$ cat src/rtl/core/brbh_pkg.sv
package brbh_pkg;

  // fixed field widths
  localparam int unsigned DATA_W     = 8;
  localparam int unsigned COUNT_W    = 7;
  localparam int unsigned SKIP_W     = 16;
  localparam int unsigned POS_W      = 16;
  localparam int unsigned FILL_W     = 16;
  localparam int unsigned OFFSET_W   = 32;
  localparam int unsigned RESERVE_W  = 16;

  // configuration port
  localparam int unsigned APB_ADDR_W = 3;
  localparam int unsigned APB_DATA_W = 32;
  localparam logic [APB_ADDR_W-3:0] REG_HIST_RESERVE = 1'b0;
  localparam logic [RESERVE_W-1:0]  HIST_RESERVE_RST = 16'h8000;

  // result queue depth
  localparam int unsigned RES_DEPTH  = 4;

  // operation codes
  typedef enum logic [1:0] {
    KIND_WRITE = 2'd0,
    KIND_READ  = 2'd1,
    KIND_COPY  = 2'd2,
    KIND_NONE  = 2'd3
  } kind_t;

  // classified command, front to back
  typedef struct packed {
    kind_t              kind;
    logic [DATA_W-1:0]  write_byte;
    logic               save_history;
    logic [SKIP_W-1:0]  skip;
    logic [COUNT_W-1:0] count;
    logic [POS_W-1:0]   position;
  } cmd_t;

  // one result item
  typedef struct packed {
    logic [DATA_W-1:0]   data_byte;
    logic                byte_valid;
    logic                last;
    logic                accepted;
    logic [FILL_W-1:0]   fill_level;
    logic [OFFSET_W-1:0] stream_offset;
  } res_t;

endpackage

$ cat src/rtl/core/brbh_res_fifo.sv
module brbh_res_fifo #(
  parameter int unsigned DEPTH = 4
) (
  input  logic                          clk,
  input  logic                          rst,
  input  logic                          push,
  input  brbh_pkg::res_t                din,
  input  logic                          pop,
  output logic                          empty,
  output brbh_pkg::res_t                dout,
  output logic [$clog2(DEPTH+1)-1:0]    level
);

  localparam int unsigned PW = $clog2(DEPTH);
  localparam int unsigned LW = $clog2(DEPTH+1);

  brbh_pkg::res_t   q [DEPTH];
  logic [PW-1:0]    wr_ptr;
  logic [PW-1:0]    rd_ptr;
  logic             do_pop;

  assign empty  = (level == '0);
  assign dout   = q[rd_ptr];
  assign do_pop = pop && !empty;

  // storage
  always_ff @(posedge clk) begin
    if (push) begin
      q[wr_ptr] <= din;
    end
  end

  // pointers and level
  always_ff @(posedge clk) begin
    if (rst) begin
      wr_ptr <= '0;
      rd_ptr <= '0;
      level  <= '0;
    end else begin
      if (push) begin
        wr_ptr <= (wr_ptr == PW'(DEPTH-1)) ? '0 : wr_ptr + PW'(1);
      end
      if (do_pop) begin
        rd_ptr <= (rd_ptr == PW'(DEPTH-1)) ? '0 : rd_ptr + PW'(1);
      end
      case ({push, do_pop})
        2'b10:   level <= level + LW'(1);
        2'b01:   level <= level - LW'(1);
        default: level <= level;
      endcase
    end
  end

endmodule

$ cat config.mk
export PLATFORM = sky130hd
export DESIGN_NAME = brbh_res_fifo
export DESIGN_NICKNAME = d
export VERILOG_FILES = /design/src/rtl/core/brbh_pkg.sv /design/src/rtl/core/brbh_res_fifo.sv
export SDC_FILE = /design/constraint.sdc
export NUM_CORES = 1
export LEC_CHECK = 0
export BUFFER_PORTS_ARGS = -buffer_cell sky130_fd_sc_hd__buf_2
export CAP_MARGIN = 20
export CORE_MARGIN = 10
export CORE_UTILIZATION = 50
export CTS_CLUSTER_DIAMETER = 120
export DETAILED_ROUTE_END_ITERATION = 6
export HOLD_SLACK_MARGIN = 0.12
export PLACE_DENSITY = 0.71
export SLEW_MARGIN = 5
export SYNTH_ARGS = -nofsm -noshare
export SYNTH_HDL_FRONTEND = slang
export SYNTH_SLANG_ARGS = --single-unit
$ cat constraint.sdc
create_clock -name clk -period 3.1 [get_ports clk]
set_input_delay 0.155 -clock clk [delete_from_list [all_inputs] [get_ports clk]]
set_output_delay 0.155 -clock clk [all_outputs]
set_load 0.005 [all_outputs]
# After elaboration in Yosys (flattened, before gate mapping)
# Memory sizes are Yosys's and may differ from the RTL's. A register that Yosys moved wholly into a read port is not among the register bits.
# Cells that the tools add are included.
# Widths: inputs -> output; s select.
op_classes:
  addsub: 4
  eq_ne: 4
  muxes: 7
  n_reduce_logical: 4
ops:
  columns: ["operator", "count"]
  rows:
  - ["$mux 2", 4]
  - ["$eq 2x2->1 const B", 3]
  - ["$pmux 3 s2", 1]
  - ["$add 2x1->2 const B", 2]
  - ["$add 3x1->3 const B", 1]
  - ["$logic_not 3->1", 1]
  - ["$sub 3x1->3 const B", 1]
  - ["$eq 2x1->1 const B", 1]
  - ["$mux 1", 2]
  - ["$reduce_bool 2->1", 1]
  - ["$logic_and 1x1->1", 1]
  - ["$logic_not 1->1", 1]
totals:
  register_bits: 7
  ram_bits: 236
  wordCells: 23
  mem_count: 1
mem_list:
  columns: ["memory", "depth", "width", "rd", "rd_clocked_by_memory_dff", "wr", "line", "source"]
  rows:
  - ["q", 4, 59, 1, 1, 1, "brbh_res_fifo.sv:17", "brbh_pkg::res_t q [DEPTH];"]

# Logic depth before layout (Yosys ltp)
logic_depth:
  depth_word: 5
  ltp_mapped: 8
  ltp_nobuf: 8

# Worst setup path after synthesis
# OpenSTA, ideal clock, no wires.
synth_timing:
  path_type: "register to register"
  startpoint: "register wr_ptr[0]"
  endpoint: "memory q[3][0] in the netlist's numbering (enable)"
  setup_time_ns: 0.423
  t_arrival_ns: 1.944
  path_slack_ns: 0.733
  path_stages_with_launch: 3
  path_buffers: 0
  period_less_slack_ns: 2.367
  cell_sequence: "dfxtp_1 -> ha_1 -> and2_1"
synth_lines:
  columns: ["item", "line", "source"]
  rows:
  - ["start: declaration", "brbh_res_fifo.sv:18", "logic [PW-1:0] wr_ptr;"]
  - ["start signal: assignment", "brbh_res_fifo.sv:41", "wr_ptr <= (wr_ptr == PW'(DEPTH-1)) ? '0 : wr_ptr + PW'(1);"]
  - ["end: declaration", "brbh_res_fifo.sv:17", null]
# Straight into the memory's write port.

==> results.json <==
{
  "ys_ff_latch": 245,
  "cts_buffer_depth": 3,
  "worst_pin_slew_ps": 935,
  "initial_core_util_pct": 51.5,
  "netlist_area_um2": 8970,
  "antenna_found_initial": 1,
  "status": "completed",
  "maxSlewViolCount": 0,
  "root_buffer": "clkbuf_16",
  "power_density_nw_per_um2": 703,
  "worstSkewPairLatency_ps": 500,
  "endpoint_kind": "output pin",
  "crit_type": "reg -> out",
  "hold_depth": 2,
  "syn_area_per_cell_um2": 25.1,
  "wl_um": 17000,
  "overflow": 0,
  "use_met3_pct": 3.68,
  "p_leak_nw": 3.82,
  "port_buffers": 125,
  "setup_tns_ps": 0,
  "drive_gt1_share_pct": 38.7,
  "rows": 48,
  "worstPathArrival_ps": 2220,
  "slew_headroom_pct": 37.7,
  "finalClockSkew_ps": 8.54,
  "synth_cell_types": 22,
  "nNetsFinal": 630,
  "drc": 0,
  "dieArea_um2": 23700,
  "setup_slack_ps": 727,
  "crit_fanout": 22,
  "yosysWarnings": 0,
  "startpoint_type": "flip-flop",
  "post-route-min-period_ps": 2370,
  "syn-num-nets": 427,
  "rsz0062_at_grt": "no",
  "vias": 4275,
  "die_y_um": 154,
  "wl_per_cell_um": 21.2,
  "clkTransAtPathRegs_ps": 60,
  "post-place-ws_ps": 1020,
  "die_w_um": 154,
  "hold_violations": 0,
  "yosysSeqAreaShare_pct": 81.0,
  "cts_setup_buffers": 0,
  "cts_sinks": 245,
  "grt_pass1_wl_um": 27200,
  "hpwl_um": 9750,
  "n_fill_cell": 1198,
  "grt_pass1_vias": 4854,
  "globalRouteMet1Util_pct": 18.4,
  "cts_resized": 0,
  "grt_max_degree": 60,
  "dp.cells": 695,
  "ff2ff_path_depth": 8,
  "met2_usage_pct": 24.0,
  "top_usage_layer": "met2",
  "fmax_mhz": 421,
  "final-setup-viol-count": 0,
  "syn_inst": 357,
  "cts_tree": "yes",
  "antenna_left": 0,
  "final_cells": 802,
  "drt_iter0_drc": 268,
  "viasPerCell": 5.33,
  "fin_crit_sh_pct": 76.5,
  "h-tree-depth": 1,
  "cts_hold_buffers": 63,
  "cp.required_ps": 2940,
  "hold_path_class": "in -> reg",
  "core_area_um2": 17400,
  "boundaryPins": 126,
  "gp_congestion": 0.716,
  "irDropWorstVdd_mv": 0.558,
  "syn_to_final_growth_pct": 24.5,
  "track_usage_pct": 14.3,
  "cts_buffers": 25,
  "drt_pass1_iterations": 6,
  "max_cap_violations": 0
}
[synthesized netlist by cell type]
library cell	n	area, µm²
and2_1	4	25.0
clkbuf_1	4	15.0
inv_1	7	26.3
nor3b_1	1	7.51
o21ai_0	1	5.00
dfxtp_1	9	180
nor2_1	6	22.5
buf_2	3	15.0
mux4_2	59	1330
ha_1	6	75.1
edfxtp_1	236	7090
nand2_1	1	3.75
fa_1	1	20.0
buf_6	1	11.3
nor3_1	1	5.00
or3_1	2	12.5
buf_4	4	30.0
mux2i_1	2	20.0
a21oi_1	4	20.0
o31ai_1	1	7.51
buf_12	2	40.0
xor2_1	2	17.5
[path summary, 6_finish.rpt]
check	startpoint	endpoint	slack (ps)
setup / recovery	flip-flop	dout[26]	730
hold / removal	din[10]	q[3][10]	400
setup reg to reg	level[2]	level[2]	1010
hold reg to reg	rd_ptr[0]	flip-flop	510
[per-layer routing]
layer  vias to the layer above  part of all wire, %
met5                         -                    0
met4                         0                  1.5
met1                      2214                   42
met3                        18                  6.2
met2                       127                   50
li1                       1916                    -
[worst max-delay path, stage by stage (launching register included)]
cell and delay (ps):
dfxtp_4 640, buf_4 350, mux4_2 570, buf_2 150
[stage by stage]
step / power [mW] / hold slack (ps) / cell area [µm²] / utilization (%)
after global routing: 8.23 / 404 / 11200 / 64.2
after detailed placement: 5.23 / 374 / 9820 / 56.4
after floorplan: 4.75 / 224 / 8970 / -
final: 7.86 / 401 / 11200 / 64.2
after global placement: 5.19 / 364 / 9820 / 56.4
after CTS: 7.97 / 377 / 11200 / 64.2
[placed cells by master (no fill, tap or decap), types with 4 or more instances in the layout]
cell and instances:
edfxtp_1 236, buf_2 125, dlygate4sd3_1 63, mux4_2 59
clkbuf_16 25, clkinv_1 8, inv_1 7, dfxtp_1 7
nor2_1 6, ha_1 6, and2_4 4, a21oi_1 4
clkinv_2 4, clkbuf_1 4
[registers in the layout, summed over array words and instances, names as in the netlist, named ones only]
name    flops
q         236
level       3
rd_ptr      2
wr_ptr      2
[area by class of cell]
class / instances / area [µm²] / share of cell area, %
Inverter: 7 / 26.3 / 0.235
Multi-Input combinational cell: 91 / 1580 / 14.1
Clock inverter: 14 / 87.6 / 0.784
Timing Repair Buffer: 190 / 1280 / 11.5
Tap cell: 225 / 282 / 2.52
Sequential cell: 245 / 7270 / 65.1
Antenna cell: 1 / 2.50 / 0.0224
Clock buffer: 29 / 641 / 5.73
[logic make-up (layout without fill, tap and decap cells)]
group,after synthesis,after routing,share of synthesized area [%]
and+or+nand+nor,15,15,0.850
muxes,61,61,15.0
other,0,1,0
adders and majority gates,7,7,1.06
buffers and inverters,21,240,1.53
DFF,245,245,81.0
AOI/OAI and AO/OA,6,6,0.362
xor gates and xnor gates,2,2,0.195
[report_power, final]
part,internal (mW),switching (mW),total [mW],leakage [nW]
clock,1.55,1.12,2.67,0.355
sequential,3.80,0.154,3.95,2.24
combinational,0.710,0.527,1.24,1.22
total,6.05,1.81,7.86,3.82
(Power assumes the default switching activity.)
