## src/rtl/core/brbh_pkg.sv

```systemverilog
package brbh_pkg;

  // fixed field widths
  localparam int unsigned DATA_W     = 8;
  localparam int unsigned COUNT_W    = 7;
  localparam int unsigned SKIP_W     = 16;
  localparam int unsigned POS_W      = 16;
  localparam int unsigned FILL_W     = 16;
  localparam int unsigned OFFSET_W   = 32;
  localparam int unsigned RESERVE_W  = 16;

  // configuration port
  localparam int unsigned APB_ADDR_W = 3;
  localparam int unsigned APB_DATA_W = 32;
  localparam logic [APB_ADDR_W-3:0] REG_HIST_RESERVE = 1'b0;
  localparam logic [RESERVE_W-1:0]  HIST_RESERVE_RST = 16'h8000;

  // result queue depth
  localparam int unsigned RES_DEPTH  = 4;

  // operation codes
  typedef enum logic [1:0] {
    KIND_WRITE = 2'd0,
    KIND_READ  = 2'd1,
    KIND_COPY  = 2'd2,
    KIND_NONE  = 2'd3
  } kind_t;

  // classified command, front to back
  typedef struct packed {
    kind_t              kind;
    logic [DATA_W-1:0]  write_byte;
    logic               save_history;
    logic [SKIP_W-1:0]  skip;
    logic [COUNT_W-1:0] count;
    logic [POS_W-1:0]   position;
  } cmd_t;

  // one result item
  typedef struct packed {
    logic [DATA_W-1:0]   data_byte;
    logic                byte_valid;
    logic                last;
    logic                accepted;
    logic [FILL_W-1:0]   fill_level;
    logic [OFFSET_W-1:0] stream_offset;
  } res_t;

endpackage

```

## src/rtl/core/brbh_front.sv

```systemverilog
module brbh_front #(
  parameter int unsigned MAX_BURST = 64
) (
  input  logic                            clk,
  input  logic                            rst,
  input  logic                            push,
  output logic                            full,
  input  logic [1:0]                      kind,
  input  logic [brbh_pkg::DATA_W-1:0]     write_byte,
  input  logic                            save_history,
  input  logic [brbh_pkg::SKIP_W-1:0]     skip,
  input  logic [brbh_pkg::COUNT_W-1:0]    count,
  input  logic [brbh_pkg::POS_W-1:0]      position,
  output logic                            cmd_valid,
  input  logic                            cmd_take,
  output brbh_pkg::cmd_t                  cmd
);

  localparam logic [brbh_pkg::COUNT_W-1:0] BURST_CAP = brbh_pkg::COUNT_W'(MAX_BURST);

  brbh_pkg::cmd_t             q [2];
  logic                       wr_ptr;
  logic                       rd_ptr;
  logic [1:0]                 cnt;
  logic                       do_push;
  logic                       do_pop;
  brbh_pkg::cmd_t             cmd_in;

  // classify: decode kind, clip burst length
  always_comb begin
    cmd_in.kind         = brbh_pkg::kind_t'(kind);
    cmd_in.write_byte   = write_byte;
    cmd_in.save_history = save_history;
    cmd_in.skip         = skip;
    cmd_in.count        = (count > BURST_CAP) ? BURST_CAP : count;
    cmd_in.position     = position;
  end

  assign full      = (cnt == 2'd2);
  assign cmd_valid = (cnt != 2'd0);
  assign cmd       = q[rd_ptr];
  assign do_push   = push && !full;
  assign do_pop    = cmd_take && cmd_valid;

  // two-entry command queue
  always_ff @(posedge clk) begin
    if (do_push) begin
      q[wr_ptr] <= cmd_in;
    end
  end

  always_ff @(posedge clk) begin
    if (rst) begin
      wr_ptr <= 1'b0;
      rd_ptr <= 1'b0;
      cnt    <= 2'd0;
    end else begin
      if (do_push) begin
        wr_ptr <= !wr_ptr;
      end
      if (do_pop) begin
        rd_ptr <= !rd_ptr;
      end
      case ({do_push, do_pop})
        2'b10:   cnt <= cnt + 2'd1;
        2'b01:   cnt <= cnt - 2'd1;
        default: cnt <= cnt;
      endcase
    end
  end

endmodule

```

## config.mk

```make
export PLATFORM = sky130hd
export DESIGN_NAME = brbh_front
export DESIGN_NICKNAME = d
export VERILOG_FILES = /design/src/rtl/core/brbh_pkg.sv /design/src/rtl/core/brbh_front.sv
export SDC_FILE = /design/constraint.sdc
export NUM_CORES = 1
export LEC_CHECK = 0
export ABC_CLOCK_PERIOD_IN_PS = 2700
export BUFFER_PORTS_ARGS = -buffer_cell sky130_fd_sc_hd__buf_2
export CAP_MARGIN = 0
export CORE_UTILIZATION = 50
export CTS_BUF_LIST = sky130_fd_sc_hd__clkbuf_4
export DETAILED_ROUTE_END_ITERATION = 10
export GPL_TIMING_DRIVEN = 0
export PLACE_DENSITY_LB_ADDON = 0.1
export REMOVE_ABC_BUFFERS = 1
export SLEW_MARGIN = 20
export SYNTH_ARGS = -nofsm -noshare
export SYNTH_HDL_FRONTEND = slang
export SYNTH_SLANG_ARGS = --single-unit
```

## constraint.sdc

```tcl
create_clock -name clk -period 2.7 [get_ports clk]
set_input_delay 0.54 -clock clk [delete_from_list [all_inputs] [get_ports clk]]
set_output_delay 0.54 -clock clk [all_outputs]
set_load 0.1 [all_outputs]
```

# == After elaboration in Yosys (flattened, before gate mapping) ==
# Memory sizes are Yosys's and may differ from the RTL's. A register that Yosys moved wholly into a read port is not among the register bits.
# Cells that the tools add are included.
# W data, S select, Z words.
# word_totals
regBits,4
mem_bits_rw,100
input_bits,54
output_inout_bits,52
wordCells,23
memories,1
# classes
n_addsub,2
n_lt_le_gt_ge,1
eq_ne,3
n_mux,6
reduce_logical,7
# mem_list
name,words,width,read_ports,rd_clocked_by_memory_dff,wr,line_no,rtl
q,2,50,1,1,1,brbh_front.sv:21,brbh_pkg::cmd_t q [2];
# ops
cell,count
$gt A7 B7 Y1 const B,1
$mux W7,1
$eq A2 B2 Y1 const B,2
$mux W1,4
$pmux W2 S2,1
$reduce_bool A2 Y1,2
$logic_not A1 Y1,3
$add A2 B1 Y2 const B,1
$eq A2 B1 Y1 const B,1
$logic_and A1 B1 Y1,2
$sub A2 B1 Y2 const B,1

# == Logic depth before layout (Yosys ltp) ==
# logic_depth
depth_word,5
depth_mapped,6
mapped_depth_nobuf,6

# == Worst setup path after synthesis ==
# No wires, ideal clock.
# synth_timing
path_kind,register to register
startpoint,register cnt[0]
endpoint,memory q[0][0] in the netlist's numbering (enable)
setup_time_ps,404
arrival_time_ps,2108
required_ps,2296
slack_ps,188
path_stages_with_launch,5
n_path_buf,0
synth_period_minus_slack_ps,2512
path_cell_list,dfxtp_1 nand2b_2 inv_2 or3_1 inv_1
# synth_between
elab_chain_cells,5
# synth_rtl
item,line_no,rtl
start: declaration,brbh_front.sv:24,logic [1:0] cnt;
start signal: assignment,brbh_front.sv:65,2'b10: cnt <= cnt + 2'd1;
start signal: assignment,brbh_front.sv:66,2'b01: cnt <= cnt - 2'd1;
start signal: assignment,brbh_front.sv:67,default: cnt <= cnt;
$eq A2 B2 Y1,brbh_front.sv:39,assign full = (cnt == 2'd2);
named net full,brbh_front.sv:7,"output logic full,"
$logic_not A1 Y1,brbh_front.sv:42,assign do_push = push && !full;
$logic_and A1 B1 Y1,brbh_front.sv:42,
$mux W1,brbh_front.sv:47,if (do_push) begin
$mux W1 (implied by the code),brbh_front.sv:48,q[wr_ptr] <= cmd_in;
end: declaration,brbh_front.sv:21,
# The timed path passes the listed nets, and every way through them passes these cells.

==> out/results.ini <==
[final_layout]
syn_to_final_growth_pct = 20.4
antenna_cells = 0
drive_gt1_share_pct = 51.0
nets = 354
fin_cells = 403
finalCoreUtilization_pct = 63.1

[clock_network]
path_clk_slew_ps = 160
clock-sinks = 105
cts_buffers = 9
post_cts_resized = 0
cts_buffer_depth = 2
clk_root_buffer_cell = clkbuf_4
clk_latency_ps = 420
cts_tree = built
cts_setup_buffers = 0
htree_levels = 3
cts_hold_buffers = 0

[sta]
hold_viol_final = 0
timing.fmax_mhz = 394
min_period_over_period_pct = 93.9
finalSetupViolCount = 0
skew_ps = 20.6
slew_headroom_pct = 53.7
drv_slew = 0
worst_pin_slew_ps = 695
fin_crit_ps = 2540
rsz0062_at_grt = no
hold_slack_ps = 287

[grt]
grt_util_all_layers_pct = 15.9
use_met1_pct = 18.7
grt_pass1_wl_um = 9830
overflow = 0
use_met2_pct = 27.6
antenna_found_initial = 0
grt_util_met3_pct = 4.48
grt_max_degree = 51
grt.busiest_layer = met2
grt_pass1_vias = 2058

[place]
portBuffers = 105
post-place-cells = 387
hpwl_um = 3880
place.gp.congestion = 0.670

[worst_hold_path]
hp-class = input port to flop
min_path_cells = 1
hp-start = position[6]

[flow_run]
drv_cap = 0

[route]
first_iter_violations = 82
antenna_left = 0
routed_wl_um = 6010
drc = 0
vias = 1971
wl_per_cell_um = 14.9
drt_pass1_iterations = 4
via_per_inst = 4.89

[die]
num_rows = 31
die_x_um = 89.9
die_y_um = 89.9
io_pins = 106
dieArea_um2 = 8080
start_util_pct = 52.4
coreArea_um2 = 7370

[worst_setup_path]
path_class = flop to output port
critPathMaxFanout = 50
r2r_cells = 5
end_kind = output port
worstPathArrival_ps = 2000
required_ps = 2160
critPathLaunchType = flop
reg2reg_from = cnt[0]$_SDFFE_PP0P_

[yosys]
syn-instance-count = 189
yosysSeqAreaShare_pct = 80.3
avgSynthCellArea_um2 = 20.4
synth-seq-cells = 105
synth.distinct_cells = 21
ys_warn_count = 0
syn-cell-area_um2 = 3860

[run_status]
status = finished clean

## layer usage
layer  routed length, um  share of wire [%]
met5                   0                  0
met4                  99                1.6
met3                 327                5.4
met2                3100                 52
met1                2480                 41
## critical path, cell delays in order (launching register included)
cell and delay, ps:
dfxtp_4 820, mux2_2 280, buf_2 430
## state kept, by name (all words and copies together) (netlist names), named ones only
name,count
rd_ptr,1
wr_ptr,1
cnt,2
q,100
## final cells by class
cell class,count,area [um^2]
Inverter,3,11.3
Multi-Input combinational cell,74,721
Fill cell,587,2720
Clock inverter,6,68.8
Clock buffer,10,75.1
Timing Repair Buffer,106,546
Tap cell,99,124
Sequential cell,105,3110
## metrics by stage
step,setup WS [ps],TNS (ps),cell area [um^2]
after CTS,111,0,4650
after global routing,42.4,0,4650
after detailed placement,588,0,4510
after global placement,-687,-57070,4480
final,164,0,4650
after floorplan,-96.7,-2220,3830
## kinds of logic after synthesis
logic type,synth area share (%)
AND/OR/NAND/NOR,2.24
XOR/XNOR,0.680
multiplexers,14.6
adder cells (fa/ha/maj),0.324
buffers and inverters,1.13
AO/OA/AOI/OAI,0.713
flip-flops,80.3
## synthesized netlist by cell type
master    number  area share [%]
edfxtp_1     100              78
mux2_2        27             7.9
mux2_1        23             6.7
nor2b_1        6            0.97
buf_2          5            0.65
dfxtp_1        5             2.6
nor2_1         3            0.29
a21oi_1        2            0.26
clkbuf_1       2            0.19
inv_1          2            0.19
o21ai_0        2            0.26
or3_1          2            0.32
xnor2_1        2            0.45
and3_1         1            0.16
ha_1           1            0.32
inv_2          1           0.097
nand2_1        1           0.097
nand2b_2       1            0.23
o21a_1         1            0.19
or2_2          1            0.16
xor2_1         1            0.23
## path summary, 6_finish.rpt
| kind | to | slack (ps) |
|---|---|---|
| max reg2reg | q[0][41]$_DFFE_PP_ | 690 |
| max | cmd[4] | 160 |
| min reg2reg | wr_ptr$_SDFFE_PP0N_ | 530 |
| min | q[1][6]$_DFFE_PP_ | 290 |
## placed cells by master (no fill, tap or decap), drive strengths merged
master    netlist  final
clkinv          0      1
dfxtp           5      5
nor2            3      3
buf             5    106
xor2            1      1
nor2b           6      6
mux2           50     50
edfxtp        100    100
clkinvlp        0      4
o21ai           2      2
ha              1      1
nand2           1      1
clkbuf          2     10
bufinv          0      1
or3             2      2
o21a            1      1
and3            1      1
inv             3      3
nand2b          1      1
xnor2           2      2
or2             1      1
a21oi           2      2
Power is left out: the tool's default activity adds up to more than one toggle a clock period on the data nets, which glitch-free logic cannot reach.
